[src/hdl/isec_pkg.sv]
package isec_pkg;

    // Default sizes of the design
    localparam int MAX_DIM_DEF     = 256;
    localparam int SAMPLE_BITS_DEF = 16;
    localparam int FRAC_BITS_DEF   = 16;

    // Fixed field widths
    localparam int ISO_W     = 24;
    localparam int CLAMP_W   = 16;
    localparam int SIZE_W    = 9;
    localparam int CFG_IDX_W = 3;
    localparam int CFG_DAT_W = 24;
    localparam int COORD_W   = 24;
    localparam int SLOT_W    = 26;
    localparam int AXIS_W    = 2;

    // Divider operand width: level minus scaled sample, and scaled difference
    localparam int DIV_W = 25;

    // Configuration register indexes
    localparam logic [CFG_IDX_W-1:0] CFG_ISO_LEVEL     = 3'd0;
    localparam logic [CFG_IDX_W-1:0] CFG_VALUE_FLOOR   = 3'd1;
    localparam logic [CFG_IDX_W-1:0] CFG_VALUE_CEILING = 3'd2;
    localparam logic [CFG_IDX_W-1:0] CFG_SIZE_X        = 3'd3;
    localparam logic [CFG_IDX_W-1:0] CFG_SIZE_Y        = 3'd4;
    localparam logic [CFG_IDX_W-1:0] CFG_SIZE_Z        = 3'd5;

    // Edge axis codes
    localparam logic [AXIS_W-1:0] AXIS_X = 2'd0;
    localparam logic [AXIS_W-1:0] AXIS_Y = 2'd1;
    localparam logic [AXIS_W-1:0] AXIS_Z = 2'd2;

    // Input commands
    localparam logic CMD_SAMPLE = 1'b0;
    localparam logic CMD_FLUSH  = 1'b1;

endpackage

[src/hdl/isec_div.sv]
module isec_div import isec_pkg::*; #(
    parameter int FRAC_BITS = FRAC_BITS_DEF
) (
    input  logic               i_clk,
    input  logic               i_rst_n,
    input  logic               i_start,
    input  logic [DIV_W-1:0]   i_num,
    input  logic [DIV_W-1:0]   i_den,
    output logic               o_done,
    output logic [FRAC_BITS:0] o_quot
);

    localparam int CNT_W = $clog2(FRAC_BITS + 1);

    logic [DIV_W-1:0]     r_den;
    logic [DIV_W:0]       r_rem;
    logic [FRAC_BITS:0]   r_quot;
    logic [CNT_W-1:0]     r_cnt;
    logic                 r_busy;
    logic                 r_done;
    logic [DIV_W:0]       w_rem2;
    logic                 w_ge;

    // One quotient bit per cycle, restoring
    assign w_rem2 = {r_rem[DIV_W-1:0], 1'b0};
    assign w_ge   = (w_rem2 >= {1'b0, r_den});

    always_ff @(posedge i_clk) begin
        if (!i_rst_n) begin
            r_busy <= 1'b0;
            r_done <= 1'b0;
        end else begin
            r_done <= 1'b0;
            if (i_start) begin
                r_den <= i_den;
                r_rem <= {1'b0, i_num};
                r_cnt <= CNT_W'(FRAC_BITS);
                // Equal ends give zero, a numerator not below the denominator saturates to one
                if (i_den == '0) begin
                    r_quot <= '0;
                    r_done <= 1'b1;
                end else if (i_num >= i_den) begin
                    r_quot <= (FRAC_BITS+1)'(1) << FRAC_BITS;
                    r_done <= 1'b1;
                end else begin
                    r_quot <= '0;
                    r_busy <= 1'b1;
                end
            end else if (r_busy) begin
                r_rem  <= w_ge ? (w_rem2 - {1'b0, r_den}) : w_rem2;
                r_quot <= {r_quot[FRAC_BITS-1:0], w_ge};
                r_cnt  <= r_cnt - CNT_W'(1);
                if (r_cnt == CNT_W'(1)) begin
                    r_busy <= 1'b0;
                    r_done <= 1'b1;
                end
            end
        end
    end

    assign o_done = r_done;
    assign o_quot = r_quot;

endmodule

[config.mk]
export PLATFORM = sky130hd
export DESIGN_NAME = isec_div
export DESIGN_NICKNAME = d
export VERILOG_FILES = /design/src/hdl/isec_pkg.sv /design/src/hdl/isec_div.sv
export SDC_FILE = /design/constraint.sdc
export NUM_CORES = 1
export LEC_CHECK = 0
export BUFFER_PORTS_ARGS = -buffer_cell sky130_fd_sc_hd__clkbuf_2
export CAP_MARGIN = 20
export CORE_MARGIN = 2
export CORE_UTILIZATION = 53
export CTS_CLUSTER_DIAMETER = 120
export CTS_CLUSTER_SIZE = 20
export DETAILED_ROUTE_END_ITERATION = 8
export GPL_TIMING_DRIVEN = 0
export PLACE_DENSITY_LB_ADDON = 0.08
export SLEW_MARGIN = 20
export SYNTH_ARGS = -nofsm -noshare
export SYNTH_HDL_FRONTEND = slang
export SYNTH_SLANG_ARGS = --single-unit
export TNS_END_PERCENT = 30
[constraint.sdc]
create_clock -name i_clk -period 3.2 [get_ports i_clk]
set_clock_uncertainty 0.05 [all_clocks]
set_input_delay 0.64 -clock i_clk [delete_from_list [all_inputs] [get_ports i_clk]]
set_output_delay 0.64 -clock i_clk [all_outputs]
set_load 0.02 [all_outputs]
Word-level counts from Yosys, hierarchy flattened
Cells that the tools add are included.
{"block": "word_totals", "ff_bits": 74, "latch_bits": 0, "ram_bits": 0, "rom_bits": 0, "in_bits": 53, "output_inout_bits": 18, "word_cells": 36, "memories": 0}
{"block": "op_classes", "add_sub_neg": 2, "multipliers": 0, "n_div": 0, "order_cmp": 2, "n_eq_ne": 3, "shift": 0, "mux": 18, "bitwise_logic": 0, "n_reduce_logical": 5}
{"op": "$mux W25", "count": 3}
{"op": "$mux W17", "count": 4}
{"op": "$ge A26 B25 Y1", "count": 1}
{"op": "$ge A25 B25 Y1", "count": 1}
{"op": "$logic_not A25 Y1", "count": 1}
{"op": "$sub A25 B25 Y25", "count": 1}
{"op": "$mux W1", "count": 10}
{"op": "$reduce_and A2 Y1", "count": 3}
{"op": "$eq A5 B1 Y1 const B", "count": 1}
{"op": "$mux W5", "count": 1}
{"op": "$sub A5 B1 Y5 const B", "count": 1}
{"op": "$ne A2 B2 Y1 const B", "count": 2}
{"op": "$reduce_bool A2 Y1", "count": 1}

Depth between registers and ports, before layout
{"block": "depth", "depth_word": 4, "ltp_mapped": 13, "ltp_nobuf": 11}

Worst setup path after synthesis
OpenSTA, ideal clock, no wires.
{"block": "synth_path", "path_type": "input-to-reg", "startpoint": "input port i_start", "endpoint": "register r_quot[0], in the netlist o_quot[0], enable pin", "setup_time_ns": 0.408, "t_arrival_ns": 2.637, "required_ns": 2.742, "setup_slack_ns": 0.106, "cell_stages": 4, "n_path_buf": 3, "cell_sequence": "clkbuf_1 clkbuf_1 clkbuf_1 o21a_1"}
{"block": "synth_between", "elab_chain_len": 2}
{"item": "start, declared", "line": "isec_div.sv:6", "source": "input logic i_start,"}
{"item": "$reduce_bool A2 Y1 (no line)"}
{"item": "$reduce_and A2 Y1 (no line)"}
{"item": "end signal, assigned", "line": "isec_div.sv:43", "source": "r_quot <= (FRAC_BITS+1)'(1) << FRAC_BITS;"}
{"item": "end signal, assigned", "line": "isec_div.sv:51", "source": "r_quot <= {r_quot[FRAC_BITS-1:0], w_ge};"}
{"item": "end, declared", "line": "isec_div.sv:17", "source": "logic [FRAC_BITS:0] r_quot;"}
Every way passes these cells.
A chain may end at the register's enable or synchronous reset.

Worst setup path after layout
{"block": "layout_path", "startpoint": "register r_den[4]", "endpoint": "register r_rem[3] (data pin)"}
{"block": "layout_between", "elab_chain_len": 4}
{"item": "start, declared", "line": "isec_div.sv:15", "source": "logic [DIV_W-1:0] r_den;"}
{"item": "start signal, assigned", "line": "isec_div.sv:35", "source": "r_den <= i_den;"}
{"item": "$ge A26 B25 Y1", "line": "isec_div.sv:26", "source": "assign w_ge = (w_rem2 >= {1'b0, r_den});"}
{"item": "$mux W25", "line": "isec_div.sv:50", "source": "r_rem <= w_ge ? (w_rem2 - {1'b0, r_den}) : w_rem2;"}
{"item": "$mux W25", "line": "isec_div.sv:49", "source": "end else if (r_busy) begin"}
{"item": "$mux W25", "line": "isec_div.sv:34", "source": "if (i_start) begin"}
{"item": "end signal, assigned", "line": "isec_div.sv:36", "source": "r_rem <= {1'b0, i_num};"}
{"item": "end signal, assigned", "line": "isec_div.sv:50"}
{"item": "end, declared", "line": "isec_div.sv:16", "source": "logic [DIV_W:0] r_rem;"}
Every way passes these cells. The select of a mux whose other input is x is not followed.

==> impl_results.md <==
* Sequential-to-total area share from yosys stat at 0.430
* H-tree depth at 3
* Initial Utilization at 0.551
* Area Growth Syn to Fin at 14.6%
* Placed cell count at 699
* Std cell rows at 35
* Final Core Density at 0.632
* Ant diodes at 0
* Final TNS setup at 0 ns
* Max_cap viols at 0
* CP Class: flip-flop to flip-flop
* Vias in the first global route at 4077
* Setup bufs post-CTS at 0
* Setup Viol. Count Final at 0
* Via count at 4032
* Hold Violations, Final at 0
* Slew @ Worst Pin at 0.747 ns
* Lkg Pwr at 0.00268 uW
* Internal at 1960 uW
* Sw Ratio at 0.332
* Combinational Power Share at 0.321
* Synth top area cells: edfxtp_1, ha_1, inv_1, nor2b_1, a21oi_1
* Core Box Area at 9280 um2
* Cell with the most instances after synthesis: edfxtp_1
* Post-synth EDFFs at 72
* CP cell instances: inv_1 > ha_1 > a21o_1 > a21o_1 > o2111ai_2 > nand3_2 > o21bai_4 > a31o_1 > buf_6 > mux2_4 > mux2_2
* Antenna Nets Post-Route at 0
* Average size of a mapped cell at 10.2 um2
* CP max stage cell: ha_1
* Peak per-stage delay on the critical path at 0.37 ns
* Chip height at 102 um
* Psw at 973 uW
* Drt drc at 0
* DP HPWL at 9790 um
* Cts bufs inserted at 9
* Hold WC Path Type: primary input to flip-flop
* Seq pwr share at 0.413
* CP endpoint kind: flip-flop
* Max clock buf depth at 2
* Final worst path period share at 0.951
* Die outline area at 10500 um2
* Req. time, crit path at 3.26 ns
* Synth Net Count at 606
* Root buffer cell: clkbuf_8
* Worst IR Drop VDD at 256 uV
* Outcome: complete, no violations
* Initial antenna violation count at 0
* Clock Pin Slew Worst Setup and Hold Paths at 0.09 ns
* Clock power frac at 0.266
* Critical path startpoint category: flip-flop
* Synth cell count leaders: edfxtp_1, inv_1, ha_1, nand2_1, a21oi_1
* Pwr Density at 499 nW/um2
* Layout cells sized above 1 at 0.193
* Port Buffers at 69
* Post-synth cell types at 60
* Final std cells w/o fill at 715
* CTS tree: yes
* Clock latency at the later pin of the worst-skew pair at 0.36 ns
* DR vias/cell at 5.64
* CP dominant cell by count: a21o_1
* Fin area at 5870 um2
* Largest net degree at the start of global routing at 30
* Congestion Overflow GR at 0
* Post-synth ARST share at 0
* Number of synthesized register bits at 74
* Tmin final at 3.04 ns
* IO Count at 71
* Primary FF master, synth: edfxtp_1
* Synth Cell Area at 5120 um2
* GRT Util Overall at 0.256
* Number of gates resized after cts at 0
* Area leader, netlist: edfxtp_1
* Crit path arrival time at 3.11 ns
* Post-CTS Hold Fix Bufs at 0
* Share of the synthesized area in the top cell type at 0.422
* WL final at 12700 um
* Area of placed instances at 5650 um2
* DR WL/cell at 17.7 um
* # clock sinks at 74
* Syn Inst Count at 500
* GP Congestion at 0.852
* Global-route wire length before repair at 20100 um
* DR pass1 iterations at 4
* Iteration-0 DRC Markers at 210
* # nets final at 687
* Slew margin rel. at 0.502
* Fmax at 0.329 GHz
* Width of the die at 102 um
* Final Slew Violations at 0
* YS warnings at 0
* Crit-path max FO at 9
* RSZ-0062 raised after global routing: false
==> stage by stage <==
stage | hold WS, ns | power [uW] | worst slack (ns)
2_1_floorplan | 0.410 | 1910 | 0.106
3_3_place_gp | 0.451 | 2130 | -1.09
4_1_cts | 0.418 | 2930 | 0.0595
5_1_grt | 0.423 | 3090 | 0.0127
3_5_place_dp | 0.468 | 2150 | -0.154
6_report | 0.439 | 2930 | 0.157
==> layout by cell type (no fill, tap or decap), drive strengths merged, types with 3 or more instances in the layout <==
cell type / netlist / final
nand4: 8 / 8
buf: 7 / 8
o21ai: 30 / 30
nand2: 33 / 33
xor2: 8 / 8
nor4: 7 / 7
nand3b: 3 / 3
o211ai: 3 / 3
a21oi: 32 / 32
mux2: 7 / 7
a221oi: 3 / 3
nand3: 11 / 11
nor2: 20 / 20
a31oi: 3 / 3
inv: 61 / 64
edfxtp: 72 / 72
nor3: 5 / 5
a211o: 5 / 5
xnor2: 16 / 16
mux2i: 15 / 15
or2: 3 / 3
clkinvlp: 0 / 3
clkbuf: 10 / 88
o21bai: 6 / 6
a21o: 20 / 20
nor2b: 26 / 26
ha: 52 / 52
and3: 6 / 6
==> layer usage <==
layer | up-vias | track usage | share of wire
met4 | 0 | 0.0708 | 0.021
met5 | - | 0 | 0
met3 | 19 | 0.0499 | 0.038
met2 | 91 | 0.412 | 0.46
met1 | 1943 | 0.355 | 0.48
li1 | 1979 | - | -
==> worst paths after layout <==
| path | startpoint | endpoint | slack (ns) | depth (start not counted) |
|---|---|---|---|---|
| hold / removal | i_den[9] | r_den[9] | 0.44 | 1 |
| setup reg to reg | r_den[4] | r_rem[3] | 0.16 | 11 |
| setup / recovery | r_den[4] | r_rem[3] | 0.16 | 11 |
| hold reg to reg | r_busy | r_busy | 0.48 | 1 |
==> worst max-delay path, delay by kind of cell, from the launching register on <==
family | cells | cell delay, ns
compound gates | 5 | 1.01
mux | 2 | 0.57
fa+ha+maj | 1 | 0.37
flops | 1 | 0.36
buf+inv | 2 | 0.24
simple gates | 1 | 0.17
==> power by group through the flow <==
stage	Sequential, uW	Combinational, uW	Clock (uW)
after floorplan	1240	670	0
after global placement	1230	895	0
after detailed placement	1230	919	0
after CTS	1210	930	791
after global routing	1220	1040	830
final	1210	940	778
==> registers in the layout (all words and copies together) (netlist names) <==
register	count
r_rem	25
o_quot	17
r_busy	1
r_cnt	5
r_den	25
o_done	1
==> layout make-up <==
type                            instances  area [um2]
Buffer                                 17        91.3
Clock buffer                            9         124
Clock inverter                          7        83.8
Fill cell                             826        3420
Inverter                               61         229
Multi-Input combinational cell        348        2610
Sequential cell                        74        2200
Tap cell                              129         161
Timing Repair Buffer                   70         365
==> logic make-up after synthesis <==
logic type                 count (synthesis)  share of synthesized area
adders and majority gates                 53                      0.131
DFF                                       74                      0.430
muxes                                     22                     0.0469
buffers and inverters                     78                     0.0626
and+or+nand+nor                          126                      0.128
AOI/OAI and AO/OA                        123                      0.160
xor gates and xnor gates                  24                     0.0411
Power figures use the tool's default switching activity.
